File: src/hdl/text_console_char_writer_macros.svh
// Assertion macros shared by the text console RTL.
// Included by modules that carry concurrent checks; no other dependencies.
`ifndef TEXT_CONSOLE_CHAR_WRITER_MACROS_SVH
`define TEXT_CONSOLE_CHAR_WRITER_MACROS_SVH

// Condition must hold at every clock edge outside reset.
`define TCW_ASSERT_ALWAYS(lbl, clk, rst_n, cond, msg) \
  lbl: assert property (@(posedge clk) disable iff (!rst_n) (cond)) else $error(msg);

// Consequent must hold in the same cycle as the antecedent.
`define TCW_ASSERT_IMPLIES(lbl, clk, rst_n, ante, cons, msg) \
  lbl: assert property (@(posedge clk) disable iff (!rst_n) (ante) |-> (cons)) else $error(msg);

// Consequent must hold in the cycle after the antecedent.
`define TCW_ASSERT_NEXT(lbl, clk, rst_n, ante, cons, msg) \
  lbl: assert property (@(posedge clk) disable iff (!rst_n) (ante) |=> (cons)) else $error(msg);

`endif

File: src/hdl/tcw_pkg.sv
// Shared types and constants for the text console character writer.
// No dependencies; imported by the controller, datapath and top level.
package tcw_pkg;

  // Field widths of the stream beats.
  localparam int unsigned CMD_W  = 2;
  localparam int unsigned CHAR_W = 8;
  localparam int unsigned COL_W  = 7;
  localparam int unsigned ROW_W  = 5;
  localparam int unsigned IN_TDATA_W  = 24;
  localparam int unsigned OUT_TDATA_W = 24;

  // Command codes.
  localparam logic [CMD_W-1:0] CMD_PUT  = 2'd0;
  localparam logic [CMD_W-1:0] CMD_SET  = 2'd1;
  localparam logic [CMD_W-1:0] CMD_READ = 2'd2;

  // Character codes with special handling.
  localparam logic [CHAR_W-1:0] CH_SPACE = 8'h20;
  localparam logic [CHAR_W-1:0] CH_CR    = 8'h0D;
  localparam logic [CHAR_W-1:0] CH_TAB   = 8'h09;

  // Tab stops fall on multiples of four columns.
  localparam int unsigned TAB_BITS = 2;
  localparam logic [2:0]  TAB_STOP = 3'd4;

  // Commands from the controller to the datapath.
  typedef struct packed {
    logic accept;       // capture the input beat
    logic clear_all;    // write one space during the post-reset sweep
    logic tab_load;     // load the glyph count for a put
    logic addr_cur;     // address the cell under the cursor
    logic addr_req;     // address the cell named by the request
    logic glyph_wr;     // store a glyph and advance the cursor
    logic scroll_step;  // clear one cell of the row being recycled
    logic cr_home;      // move the cursor to column zero
    logic cursor_set;   // load the cursor from the request
    logic result_load;  // load the output register
  } tcw_ctl_t;

  // Status from the datapath to the controller.
  typedef struct packed {
    logic clear_last;     // post-reset sweep is at its final cell
    logic is_put;
    logic is_cr;
    logic is_tab;
    logic is_set;
    logic is_read;
    logic wrap_scroll;    // advancing from the cursor passes the last row
    logic glyph_more;     // more glyphs follow the one being written
    logic glyph_pending;  // glyphs remain after the current scroll
    logic scroll_last;    // row clear is at its final column
    logic out_free;       // output register can take a result
  } tcw_stat_t;

endpackage

File: src/hdl/tcw_ctrl.sv
// Controller state machine for the text console character writer.
// Depends on tcw_pkg for the command and status structs.
module tcw_ctrl (
  input  logic             clk,
  input  logic             rst_n,
  input  logic             in_valid,
  output logic             in_ready,
  input  tcw_pkg::tcw_stat_t st,
  output tcw_pkg::tcw_ctl_t  ctl
);
  import tcw_pkg::*;

  localparam logic [2:0] S_CLEAR  = 3'd0;
  localparam logic [2:0] S_IDLE   = 3'd1;
  localparam logic [2:0] S_DECODE = 3'd2;
  localparam logic [2:0] S_ADDR   = 3'd3;
  localparam logic [2:0] S_WRITE  = 3'd4;
  localparam logic [2:0] S_SCROLL = 3'd5;
  localparam logic [2:0] S_READ   = 3'd6;
  localparam logic [2:0] S_RESULT = 3'd7;

  logic [2:0] state_r;
  logic [2:0] state_nxt;

  // State register; reset starts the sweep that fills the grid with spaces.
  always_ff @(posedge clk) begin
    if (!rst_n) begin
      state_r <= S_CLEAR;
    end else begin
      state_r <= state_nxt;
    end
  end

  assign in_ready = (state_r == S_IDLE);

  // Next state and commands.
  always_comb begin
    state_nxt = state_r;
    ctl       = '0;
    unique case (state_r)
      S_CLEAR: begin
        ctl.clear_all = 1'b1;
        if (st.clear_last) begin
          state_nxt = S_IDLE;
        end
      end
      S_IDLE: begin
        if (in_valid) begin
          ctl.accept = 1'b1;
          state_nxt  = S_DECODE;
        end
      end
      S_DECODE: begin
        priority if (st.is_put && st.is_cr) begin
          ctl.cr_home = 1'b1;
          state_nxt   = S_RESULT;
        end else if (st.is_put) begin
          ctl.tab_load = 1'b1;
          ctl.addr_cur = 1'b1;
          state_nxt    = S_WRITE;
        end else if (st.is_set) begin
          ctl.cursor_set = 1'b1;
          state_nxt      = S_RESULT;
        end else if (st.is_read) begin
          ctl.addr_req = 1'b1;
          state_nxt    = S_READ;
        end else begin
          state_nxt = S_RESULT;
        end
      end
      S_ADDR: begin
        ctl.addr_cur = 1'b1;
        state_nxt    = S_WRITE;
      end
      S_WRITE: begin
        ctl.glyph_wr = 1'b1;
        priority if (st.wrap_scroll) begin
          state_nxt = S_SCROLL;
        end else if (st.glyph_more) begin
          state_nxt = S_ADDR;
        end else begin
          state_nxt = S_RESULT;
        end
      end
      S_SCROLL: begin
        ctl.scroll_step = 1'b1;
        if (st.scroll_last) begin
          state_nxt = st.glyph_pending ? S_ADDR : S_RESULT;
        end
      end
      S_READ: begin
        state_nxt = S_RESULT;
      end
      S_RESULT: begin
        if (st.out_free) begin
          ctl.result_load = 1'b1;
          state_nxt       = S_IDLE;
        end
      end
      default: begin
        state_nxt = S_IDLE;
      end
    endcase
  end

endmodule

File: config.mk
export PLATFORM = sky130hd
export DESIGN_NAME = tcw_ctrl
export DESIGN_NICKNAME = d
export VERILOG_FILES = /design/src/hdl/text_console_char_writer_macros.svh /design/src/hdl/tcw_pkg.sv /design/src/hdl/tcw_ctrl.sv
export SDC_FILE = /design/constraint.sdc
export NUM_CORES = 1
export LEC_CHECK = 0
export ABC_AREA = 1
export BUFFER_PORTS_ARGS = -buffer_cell sky130_fd_sc_hd__buf_4
export CORE_AREA = 2 2 39 41
export DETAILED_ROUTE_END_ITERATION = 7
export DIE_AREA = 0 0 41 43
export SETUP_SLACK_MARGIN = 0.02
export SLEW_MARGIN = 30
export SYNTH_ARGS = -nofsm -noshare
export SYNTH_HDL_FRONTEND = slang
export SYNTH_SLANG_ARGS = --single-unit
File: constraint.sdc
create_clock -name clk -period 2.5 [get_ports clk]
set_input_delay 0 -clock clk [delete_from_list [all_inputs] [get_ports clk]]
set_output_delay 0 -clock clk [all_outputs]
set_load 0.01 [all_outputs]
==> impl_metrics.yaml, run 1 <==
sta:
  finClkSkew_ns: 0.00642
  setup_viol: 0
  hold_viol: 0
  rsz0062_at_grt: "no"
  min_period_ns: 1.25
  worst_pin_slew_ns: 0.305
  fmax_mhz: 800
  final.setup.tns_ns: 0
  worst_slack_ns: 1.25
  slew_headroom_pct: 79.6
  report.final.slew_viol_count: 0
  final.period_utilization_pct: 50.0
synthesis:
  syn_inst: 65
  synthesis.nets: 79
  synth_area_um2: 359
  seq_area_frac_synth_pct: 16.7
  synth_seq_cells: 3
  postSynthAreaPerCell_um2: 5.52
  ys_warn_count: 0
  synth_cell_types: 16
worst_setup_path:
  cp-start-kind: "flip-flop"
  crit_buf_inv: 2
  crit_family: "flip-flops"
  slowest_delay_ns: 0.37
  criticalPathCategory: "flip-flop to output pin"
  worstPathMaxFanout: 10
  path_cells: "inv_2 > nand3_1 > nor3_1 > buf_4"
  crit_path_end_kind: "output pin"
  crit_slowest_cell: "dfxtp_1"
  required_ns: 2.50
  cp.arrival_ns: 1.25
power_and_ir_drop:
  ir_drop_mv: 0.311
  power.density_nw_per_um2: 576
  leakage_uw: 0.000325
floorplanning:
  die_x_um: 41
  dieHeight_um: 43
  start_util_pct: 25.9
  core_area_um2: 1380
  die-area_um2: 1760
  io_pins: 25
  rows: 14
drt:
  postRouteAntennaNets: 0
  drt-initial-drc-count: 6
  drc: 0
  num_vias: 480
  viasPerCell: 4.49
  wl_per_cell_um: 8.32
  firstDrtPassIters: 4
  drt-total-wl_um: 890
global_routing:
  grt-ovfl-total: 0
  antenna_found_initial: 0
  grt_max_degree: 11
  grt_pass1_vias: 408
  grt_pass1_wl_um: 1440
  groute.usage.overall_pct: 11.9
finish:
  final_cells: 107
  fillers: 157
  top_register: "state_r"
  antenna_cells: 0
  largest_reg_flops: 3
  nNetsFinal: 106
  final_layout_size_suffix_gt1_share_pct: 37.4
  final_cell_area_um2: 567
  area_growth_pct: 57.8
  reg_top3: "state_r x3"
placed_design:
  hpwl_um: 758
  port_buffers: 23
  post-place-ws_ns: 1.32
  gp_congestion: 0.752
  placed_cells: 103
  placed_cell_area_um2: 541
clock_tree:
  clock-sinks: 3
  numCtsBuffers: 3
  clock_latency_ns: 0.24
  cts_tree: "yes"
  postCtsSetupBuffers: 0
  cts.root.buffer_cell: "clkbuf_4"
  cts_resized: 0
  clk_pin_slew_ns: 0.04
  cts_buffer_depth: 2
  cts_hold_buf: 0
  htreeDepth: 1
run_status:
  status: "finished clean"
flow_run:
  cap_violations: 0
hold_path:
  hp-class: "input pin to flip-flop"
## area by class of cell
cell class	count	area (um2)	share of cell area (%)
Clock buffer	4	26.3	4.64
Inverter	16	60.1	10.6
Multi-Input combinational cell	45	228	40.2
Sequential cell	3	60.1	10.6
Tap cell	16	20.0	3.53
Timing Repair Buffer	23	173	30.5
## per-layer routing
layer / GRT usage (%) / wire, um / up-vias
met5: 0 / 0 / -
met4: 8.00 / 16 / 0
met3: 1.57 / 68 / 2
met2: 19.7 / 450 / 19
met1: 13.1 / 354 / 205
li1: - / - / 254
## stage by stage
step	util, %	total power [uW]	hold WS (ns)
global route	41.0	349	0.0202
finish	41.0	326	0.00719
CTS	41.0	331	0.00466
global placement	39.1	241	0.260
floorplan	-	185	0.0544
detailed placement	39.1	242	0.257
## layout by cell type, fill, tap and decap left out, drive strengths merged
master / n
dfxtp: 3
nand2: 15
nor3: 3
buf: 23
inv: 16
nand4: 3
a21oi: 4
a211oi: 1
o21ai: 2
nand3: 7
clkbuf: 4
nor2: 10
## logic make-up after synthesis
| kind of cell | Yosys count | synth area share [%] |
|---|---|---|
| AND/OR/NAND/NOR | 38 | 53.0 |
| buffers and inverters | 17 | 19.9 |
| AO/OA/AOI/OAI | 7 | 10.5 |
| flip-flops | 3 | 16.7 |
## worst paths after layout
path	cells past startpoint	to	slack, ns	start
worst max register to register	6	state_r[2]	1.30	state_r[2]
worst min-delay path	3	state_r[0]	0.007	rst_n
worst min register to register	2	state_r[2]	0.59	state_r[2]
worst max-delay path	4	ctl[2]	1.25	state_r[2]
## worst register-to-register path: cells and delay by family, from the launching register on
kind / cells / cell delay [ns]
AND/OR/NAND/NOR: 4 / 0.40
flip-flops: 1 / 0.45
buffers and inverters: 1 / 0.15
AO/OA/AOI/OAI: 1 / 0.14
## synth_stat cells, drive strengths merged
library cell | number | area share, %
nand4 | 3 | 5.2
a211oi | 1 | 2.1
inv | 16 | 17
nor3 | 3 | 4.2
nand3 | 7 | 11
a21oi | 4 | 5.6
dfxtp | 3 | 17
nor2 | 10 | 16
nand2 | 15 | 16
o21ai | 2 | 2.8
buf | 1 | 3.1
## power by group
part / switching, uW / total (uW) / internal (uW)
Combinational: 92.6 / 166 / 73.0
Sequential: 17.3 / 74.3 / 57.0
Clock: 26.7 / 86.6 / 59.9
(Power assumes the default switching activity.)
==> run 2, diff against run 1 <==
Clock period 2.5 ns to 1.3 ns, I/O delays scaled along.
==> impl_metrics.yaml, run 2 (synthesis gave the netlist of run 1 again) <==
drt:
  wl_per_cell_um: 8.76
  met1_length_um: 380
  firstDrtPassIters: 4
  drt-initial-drc-count: 8
  viasPerCell: 4.60
  wl_met3_um: 70
  highest_layer: "met4"
  drc: 0
  drt-total-wl_um: 946
  postRouteAntennaNets: 0
  num_vias: 497
  wl_met2_um: 475
run_status:
  status: "finished, violations left"
  violations: "negative hold slack"
clock_tree:
  cts.root.buffer_cell: "clkbuf_4"
  clock_latency_ns: 0.24
  cts_hold_buf: 0
  htreeDepth: 1
  cts_buffer_depth: 2
  numCtsBuffers: 3
  cts_tree: "yes"
  postCtsSetupBuffers: 0
  clock-sinks: 3
  clk_pin_slew_ns: 0.04
global_routing:
  antenna_found_initial: 0
  grt_pass1_wl_um: 1530
  groute.usage.overall_pct: 12.5
  grt-ovfl-total: 0
  grt_max_degree: 11
  grt_pass1_vias: 432
finish:
  nNetsFinal: 107
  largest_reg_flops: 3
  final_cells: 108
  layout_commonest_cell: "buf_4"
  final_cell_mix: "buf_4 (24), inv_1 (14), nand2_1 (14)"
  antenna_cells: 0
  top_register: "state_r"
  final_layout_size_suffix_gt1_share_pct: 41.3
  area_growth_pct: 62.7
  reg_top3: "state_r x3"
placed_design:
  hpwl_um: 776
  placed_cells: 104
  port_buffers: 23
  post-place-ws_ns: 0.128
  gp_congestion: 0.762
floorplanning:
  dieHeight_um: 43
  io_pins: 25
  start_util_pct: 25.9
  die-area_um2: 1760
  die_x_um: 41
  rows: 14
  core_area_um2: 1380
power_and_ir_drop:
  power.density_nw_per_um2: 1120
  power_frac_seq_pct: 22.5
  switchingPower_uw: 277
  ir_drop_mv: 0.609
  intPower_uw: 376
  combPwrFrac_pct: 51.1
  leakage_uw: 0.000333
  swShare_pct: 42.4
  clkPwrFrac_pct: 26.5
worst_setup_path:
  crit_path_end_kind: "output pin"
  criticalPathCategory: "flip-flop to output pin"
  crit_start: "state_r[1]"
  required_ns: 1.30
  cp.arrival_ns: 1.18
  slowest_delay_ns: 0.41
  worstPathMaxFanout: 8
  path_cells: "inv_1 > a211oi_1 > buf_4"
  crit_slowest_cell: "dfxtp_2"
  crit_buf_inv: 2
  crit_family: "flip-flops"
  cp-start-kind: "flip-flop"
  ff2ff_setup_slack_ns: 0.18
  timing.rr.start: "state_r[1]"
hold_path:
  hp-start: "rst_n"
  hp-class: "input pin to flip-flop"
sta:
  hold_viol: 1
  report.final.slew_viol_count: 0
  finClkSkew_ns: 0.00930
  fmax_mhz: 851
  final.period_utilization_pct: 90.4
  worst_slack_ns: 0.124
  slew_headroom_pct: 83.5
  rsz0062_at_grt: "no"
  worst_pin_slew_ns: 0.247
  min_period_ns: 1.18
  setup_viol: 0
  final.setup.tns_ns: 0
  timing.hold.ws_ns: -0.00607
flow_run:
  cap_violations: 0
## run 2: cell types whose count changed in the layout (fill, tap and decap cells not counted), sizes merged
cell | previous run | this run
buf | 23 | 24
## run 2: layout make-up
class,instances,area [um2]
fill,163,800
multi-input combinational,45,233
timing repair buffer,24,180
sequential,3,62.6
inverter,16,62.6
clock buffer,4,26.3
tap,16,20.0
## run 2: per-layer routing
| metal | vias to the layer above | GRT usage, % |
|---|---|---|
| met5 | - | 0 |
| met4 | 0 | 6.00 |
| met3 | 2 | 3.66 |
| met2 | 21 | 20.6 |
| met1 | 216 | 13.8 |
| li1 | 258 | - |
## run 2: what timing repair did
action / CTS / global route
endpoints found under the hold margin: 0 / 0
endpoints found under the setup margin: 0 / 6
gates resized for setup: 0 / 4
## run 2: worst register-to-register path: stages, from the launching register on
cell	delay, ns
dfxtp_2	0.36
nor2_1	0.24
nand3_2	0.12
nand2_2	0.11
o21ai_0	0.09
a21oi_1	0.12
## run 2: final timing paths
| kind | depth (start not counted) | end |
|---|---|---|
| hold / removal | 3 | state_r[0] |
| setup reg to reg | 5 | state_r[2] |
| hold reg to reg | 2 | state_r[1] |
| setup / recovery | 3 | ctl[6] |
## run 2: power groups by stage
stage,Clock [uW],Combinational (uW),Sequential (uW)
detailed placement,0,328,143
floorplan,0,229,128
finish,173,334,147
global placement,0,326,143
global route,181,375,151
CTS,174,330,140
## run 2: per-stage QoR
stage	hold WS [ns]	cell area (um2)	total power [uW]	util, %
final	-0.00607	584	653	42.2
after global placement	0.261	548	469	39.6
after CTS	0.00603	574	644	41.5
after floorplan	0.0544	359	357	-
after global routing	0.00617	584	707	42.2
after detailed placement	0.256	548	471	39.6
==> run 3, diff against run 2 <==
Settings changed: ABC_AREA 1 to default, CTS_BUF_LIST from default to sky130_fd_sc_hd__clkbuf_8.
Clock period 1.3 ns to 1.4 ns, I/O delays scaled along.
==> impl_metrics.yaml, run 3 <==
placed_design:
  hpwl_um: 775
  port_buffers: 23
  placed_cells: 90
  post-place-ws_ns: 0.0890
  gp_congestion: 0.701
worst_setup_path:
  cp_common_cell: "buf_6"
  cp-start-kind: "flip-flop"
  crit_slowest_cell: "dfxtp_2"
  criticalPathCategory: "flip-flop to output pin"
  cp.arrival_ns: 1.31
  worstPathMaxFanout: 7
  slowest_delay_ns: 0.34
  crit_path_end_kind: "output pin"
  path_cells: "buf_6 > inv_2 > nand3b_1 > buf_6 > nor3b_2 > buf_4"
  required_ns: 1.40
synthesis:
  syn_inst: 49
  ys_warn_count: 0
  synth.most_common_cell: "nor2_1"
  synth_edf_count: 0
  synthesis.nets: 63
  yosys_most_used_dff: "dfxtp_1"
  synth_seq_cells: 3
  postSynthAreaPerCell_um2: 6.79
  yosys-top-cells-area: "dfxtp_1 (18%), nor2_1 (7.9%), nor3_1 (6.0%), o21ai_0 (6.0%), o311a_1 (6.0%)"
  synth-async-reset-ratio_pct: 0
  synth_common_cells: "nor2_1 (7), nand2_1 (4), nor3_1 (4), o21ai_0 (4)"
  synth_cell_types: 24
  seq_area_frac_synth_pct: 18.0
  synth_area_um2: 333
  yosysTopAreaCell: "dfxtp_1"
  yosysTopAreaCellShare_pct: 18.0
power_and_ir_drop:
  power.density_nw_per_um2: 1750
  ir_drop_mv: 0.924
  power_uw: 1080
  leakage_uw: 0.000313
clock_tree:
  clock_latency_ns: 0.22
  numCtsBuffers: 3
  cts_hold_buf: 0
  htreeDepth: 1
  cts_buffer_depth: 2
  clock-sinks: 3
  clk_pin_slew_ns: 0.03
  cts_tree: "yes"
  cts.root.buffer_cell: "clkbuf_8"
drt:
  postRouteAntennaNets: 0
  num_vias: 455
  drt-total-wl_um: 1030
  firstDrtPassIters: 2
  drc: 0
  viasPerCell: 4.84
  wl_per_cell_um: 11.0
  drt-initial-drc-count: 7
global_routing:
  grt_pass1_wl_um: 1520
  antenna_found_initial: 0
  grt-ovfl-total: 0
  groute.usage.overall_pct: 12.7
  grt_max_degree: 13
  grt_pass1_vias: 375
finish:
  layout_commonest_cell: "buf_4"
  top_register: "state_r"
  final_layout_size_suffix_gt1_share_pct: 48.7
  area_growth_pct: 85.7
  antenna_cells: 0
  reg_top3: "state_r x3"
  final_core_util_pct: 44.7
  largest_reg_flops: 3
  fillers: 148
  final_cells: 94
  nNetsFinal: 93
  final_cell_mix: "buf_4 (25), nor2_1 (7), nand2_1 (4), o21ai_0 (4)"
sta:
  final.setup.tns_ns: 0
  final.period_utilization_pct: 93.7
  worst_pin_slew_ns: 0.424
  rsz0062_at_grt: "no"
  fmax_mhz: 762
  hold_viol: 0
  setup_viol: 0
  finClkSkew_ns: 0.00240
  slew_headroom_pct: 71.3
  min_period_ns: 1.31
  report.final.slew_viol_count: 0
  worst_slack_ns: 0.0880
flow_run:
  cap_violations: 0
floorplanning:
  rows: 14
  io_pins: 25
  die_x_um: 41
  die-area_um2: 1760
  start_util_pct: 24.1
  dieHeight_um: 43
  core_area_um2: 1380
run_status:
  status: "finished clean"
hold_path:
  hp-class: "input pin to flip-flop"
==> run 3: cell type report <==
| type | instances | area, um2 | share of cell area [%] |
|---|---|---|---|
| Clock buffer | 3 | 41.3 | 6.68 |
| Clock inverter | 1 | 3.75 | 0.607 |
| Inverter | 2 | 7.51 | 1.21 |
| Multi-Input combinational cell | 41 | 258 | 41.7 |
| Sequential cell | 3 | 66.3 | 10.7 |
| Tap cell | 16 | 20.0 | 3.24 |
| Timing Repair Buffer | 28 | 221 | 35.8 |
==> run 3: worst paths after layout <==
path	startpoint	to	depth (start not counted)	slack (ns)
worst max register to register	state_r[1]	state_r[2]	4	0.09
worst min-delay path	rst_n	state_r[2]	2	0.05
worst min register to register	state_r[0]	state_r[1]	2	0.64
worst max-delay path	state_r[2]	ctl[1]	6	0.09
==> run 3: kinds of logic after synthesis <==
logic type / synth area share [%]
AOI/OAI and AO/OA: 29.3
and+or+nand+nor: 45.1
buffers and inverters: 7.52
DFF: 18.0
==> run 3: through the flow <==
stage	area (um2)	hold WS [ns]
2_1_floorplan	333	0.0495
3_3_place_gp	546	0.271
3_5_place_dp	546	0.274
4_1_cts	597	0.0498
5_1_grt	618	0.0582
6_report	618	0.0465
==> run 3: critical path: cells and delay by family, from the launching register on <==
family	cells	cell delay (ns)
buf+inv	4	0.50
flops	1	0.34
simple gates	2	0.27
==> run 3: routing by layer <==
layer,routed length (um),global-route usage (%),vias up
met3,74,7.85,2
li1,-,-,237
met5,0,0,-
met4,5,2.00,0
met2,511,19.4,12
met1,440,15.1,204
==> run 3: where the power goes <==
| group | internal [uW] | switching [uW] |
|---|---|---|
| registers | 135 | 72.2 |
| clock network | 187 | 57.8 |
| logic | 335 | 296 |
| total | 657 | 426 |
==> run 3: what timing repair did <==
action / in CTS / in global routing
buffers inserted: 0 / 1
setup endpoints to repair: 2 / 4
resized for setup: 3 / 7
pin swaps: 0 / 1
